<file path="src/rtl/swu_ram.sv">
`default_nettype none
// ----------------------------------------------------------------------------
// swu_ram
// Simple dual-port RAM, one write port, one registered read port.
// ----------------------------------------------------------------------------
module swu_ram #(
    parameter int WIDTH = 8,
    parameter int DEPTH = 16
) (
    input  wire                      aclk,
    input  wire                      we,
    input  wire [$clog2(DEPTH)-1:0]  waddr,
    input  wire [WIDTH-1:0]          wdata,
    input  wire [$clog2(DEPTH)-1:0]  raddr,
    output logic [WIDTH-1:0]         rdata
);

    logic [WIDTH-1:0] mem [DEPTH];

    always_ff @(posedge aclk) begin
        if (we) begin
            mem[waddr] <= wdata;
        end
        rdata <= mem[raddr];
    end

endmodule
`default_nettype wire

</file>
<file path="config.mk">
export PLATFORM = sky130hd
export DESIGN_NAME = swu_ram
export DESIGN_NICKNAME = d
export VERILOG_FILES = /design/src/rtl/swu_ram.sv
export SDC_FILE = /design/constraint.sdc
export NUM_CORES = 1
export LEC_CHECK = 0
export BUFFER_PORTS_ARGS = -buffer_cell sky130_fd_sc_hd__buf_2
export CAP_MARGIN = 20
export CORE_ASPECT_RATIO = 1.5
export CORE_MARGIN = 2
export CORE_UTILIZATION = 45
export CTS_BUF_LIST = sky130_fd_sc_hd__clkbuf_8
export CTS_CLUSTER_SIZE = 24
export DETAILED_ROUTE_END_ITERATION = 7
export PLACE_DENSITY = 0.66
export SYNTH_ARGS = -nofsm -noshare
export SYNTH_HDL_FRONTEND = slang
export SYNTH_SLANG_ARGS = --single-unit
export TNS_END_PERCENT = 100
</file>
<file path="constraint.sdc">
create_clock -name aclk -period 1.8 [get_ports aclk]
set_input_delay 0.09 -clock aclk [delete_from_list [all_inputs] [get_ports aclk]]
set_output_delay 0.09 -clock aclk [all_outputs]
set_load 0.02 [all_outputs]
</file>
[Yosys cells after proc, flatten, opt, wreduce, memory -nomap -nowiden]
Memory sizes are Yosys's and may differ from the RTL's. A register that Yosys moved wholly into a read port is not among the register bits.
Index checks and enable logic that the tools add are counted.
Word-level totals
  input port bits: 18
  bits in registers: 0
  logic and storage cells: 3
  bits in writable memories: 128
  latch bits: 0
  memory bits (read-only): 0
  memories: 1
Memories
  mem: words 16, width 8, rd ports 1, clocked after memory_dff 1, wr ports 1, RTL line 18  | logic [WIDTH-1:0] mem [DEPTH];
Operators by class
  bitwise operators: 0
  add/sub/neg operators: 0
  reductions and logical operators: 0
  divide/modulo/power cells: 0
  $mul: 0
  $lt $le $gt $ge: 0
  shift-type cells: 0
  muxes and demuxes: 2
  equal/unequal tests: 0
Operators with widths (count)
  2-to-1 mux 1 bit: 2

[Logic depth before layout (Yosys ltp)]
  word-level depth: 2
  gate-level depth with buffers: 5

[Worst setup path after synthesis]
No wires, ideal clock.
  path kind: input-to-reg
  from: input port waddr[2]
  to: memory mem[0][0], enable pin
  cell stages on the path: 2
  slack: 0.217 ns
  data required time: 1.417 ns
  arrival time: 1.200 ns
  buffers on the path: 0
  cell sequence: or3b_2 nor3_1
RTL lines
  start, declared: RTL line 12  | input wire [$clog2(DEPTH)-1:0] waddr,
  end, declared: RTL line 18
Straight into the memory's write port.

==> reports/results.ini <==
[yosys]
yosysUniqueCellTypes = 19
syn-num-nets = 247
netlist_instances = 229
ys_warn_count = 0
synth-seq-cells = 136
yosys.area.top_type = edfxtp_1
synth_seq_area_share = 0.7778
synth.area.top_cells = edfxtp_1 (75%), mux4_2 (7.9%), mux4_1 (7.1%)
syn_avg_cell_area_um2 = 22.48
syn-cell-area_um2 = 5147
synth_top_area_frac = 0.7467

[worst_hold_path]
min-delay-path-class = primary input to flop

[worst_setup_path]
cp-end-kind = flop
slowest_stage = mux4_1
max_stage_delay_ns = 0.50
cp_data_required_time_ns = 2.13
critical_path_arrival_ns = 1.66
critPathTopFamily = multiplexers
criticalPathCategory = flop to flop
cp_cell_sequence = mux4_1 > a22oi_1 > nand2_1
cp_max_fo = 1
cp_num_buf_inv = 0
start_kind = flop

[sta]
tns_ns = 0
max_slew_margin = 0.7239
rsz0062_at_grt = false
fin_crit_ns = 1.331
post-route-period-util = 0.7396
hold_violations = 0
finClkSkew_ns = 0.007620
slew_violations = 0
setup-violations-final = 0
tightest_slew_ns = 0.4141
fmax_ghz = 0.7511
whs_ns = 0.02726

[power]
power.leakage_nw = 2.047
peakVddDrop_mv = 0.5333
cellPowerDensity_nw_per_um2 = 1137

[placed_design]
place_congestion = 0.7063
hpwlAfterDp_mm = 6.222
io_buffers = 25
placed_cells = 411

[cts]
insertion_delay_ns = 0.43
cts.clk_slew.worst_paths_ns = 0.08
cts.repair.resized = 0
numCtsBuffers = 17
post-cts-setup-buffers = 0
cts_hold_buffers = 0
root_buffer = clkbuf_8
clock_sinks = 136
clockBufferDepth = 2
cts_tree = done
cts_max_level = 4

[global_routing]
antenna_found_initial = 0
grt_pass1_vias = 2579
grt_max_degree = 33
grt_first_pass_wirelength_mm = 14.58
overflow = 0
grt_use_total = 0.1680

[finish]
layout.cells.most_common = edfxtp_1
antenna-diode-count = 0
final_cell_mix = edfxtp_1 (128), buf_2 (25), mux4_2 (18), buf_4 (18), clkbuf_8 (17)
nets = 301
area_growth_pct = 17.16
drive_above_1_share = 0.3209
fin_cells = 443

[floorplan]
core_um2 = 11110
die_width_um = 91.33
io_pins = 26
die-area_um2 = 12330
initial_utilization = 0.4631
rows = 47
die_h_um = 135.0

[route]
routed_via_density = 5.438
antenna_left = 0
routed-via-count = 2409
drcViolationCount = 0
drtIter0Drc = 186
routed_wl_mm = 9.395
dr.pass1.iters = 4
wire_per_inst_um = 21.21

[job]
maxCapViolCount = 0

[run_status]
status = complete, no violations

## metal layers
metal | track usage | share of wire | vias up | routed length (um)
met5 | 0 | 0 | - | 0
met4 | 0.05892 | 0.013 | 0 | 125
met3 | 0.05301 | 0.044 | 8 | 415
met2 | 0.2992 | 0.55 | 64 | 5202
met1 | 0.1905 | 0.39 | 1260 | 3652
li1 | - | - | 1077 | -
## kinds of logic after synthesis
| logic type | count (synthesis) | share of synthesized area |
|---|---|---|
| AO/OA/AOI/OAI | 16 | 0.02334 |
| multiplexers | 32 | 0.1502 |
| flip-flops | 136 | 0.7778 |
| buffers and inverters | 10 | 0.01677 |
| AND/OR/NAND/NOR | 35 | 0.03184 |
## layout make-up
class,count,area (um2)
clock buffer,17,234.0
clock inverter,15,251.5
fill,854,5084
multi-input combinational,83,1057
sequential,136,4004
tap,147,183.9
timing repair buffer,45,300.3
## report_power, final
| group | internal, mW | leakage, nW | switching, mW | total (mW) |
|---|---|---|---|---|
| Sequential | 3.54 | 1.22 | 0.0199 | 3.56 |
| Combinational | 0.144 | 0.586 | 0.200 | 0.344 |
| Clock | 1.80 | 0.238 | 1.16 | 2.95 |
| Total | 5.48 | 2.05 | 1.38 | 6.85 |
## worst register-to-register path: stages, from the launching register on
cell and delay, ns:
edfxtp_1 0.36, mux4_1 0.50, a22oi_1 0.28, nand2_1 0.08
## sequential cells by signal, summed over array words and instances (netlist names)
register and flops:
mem 128, rdata 8
## Yosys cell counts (all sizes together)
cell           instances
clkdlybuf4s25          3
nor2                  13
or3b                   1
nand2                  9
edfxtp               128
dfxtp                  8
and2b                  1
and2                   1
buf                    7
nand2b                 2
nor3                   4
nand3b                 2
nand3                  1
mux4                  32
a22oi                 16
nor2b                  1
## final timing paths
kind	from	endpoint	slack (ns)	cells past startpoint
setup / recovery	mem[0][3]	rdata[3]	0.47	3
hold reg to reg	mem[14][2]	rdata[2]	0.66	3
setup reg to reg	mem[0][3]	rdata[3]	0.47	3
hold / removal	wdata[1]	mem[10][1]	0.03	1
## through the flow
stage | area, um2 | setup slack (ns) | power, mW | util
finish | 6031 | 0.4686 | 6.854 | 0.5426
global placement | 5545 | 0.2708 | 3.969 | 0.4989
detailed placement | 5545 | 0.2533 | 3.980 | 0.4989
global route | 6031 | 0.4154 | 7.088 | 0.5426
CTS | 6031 | 0.4728 | 6.921 | 0.5426
floorplan | 5147 | 0.2171 | 3.827 | -
(Power assumes the default switching activity.)
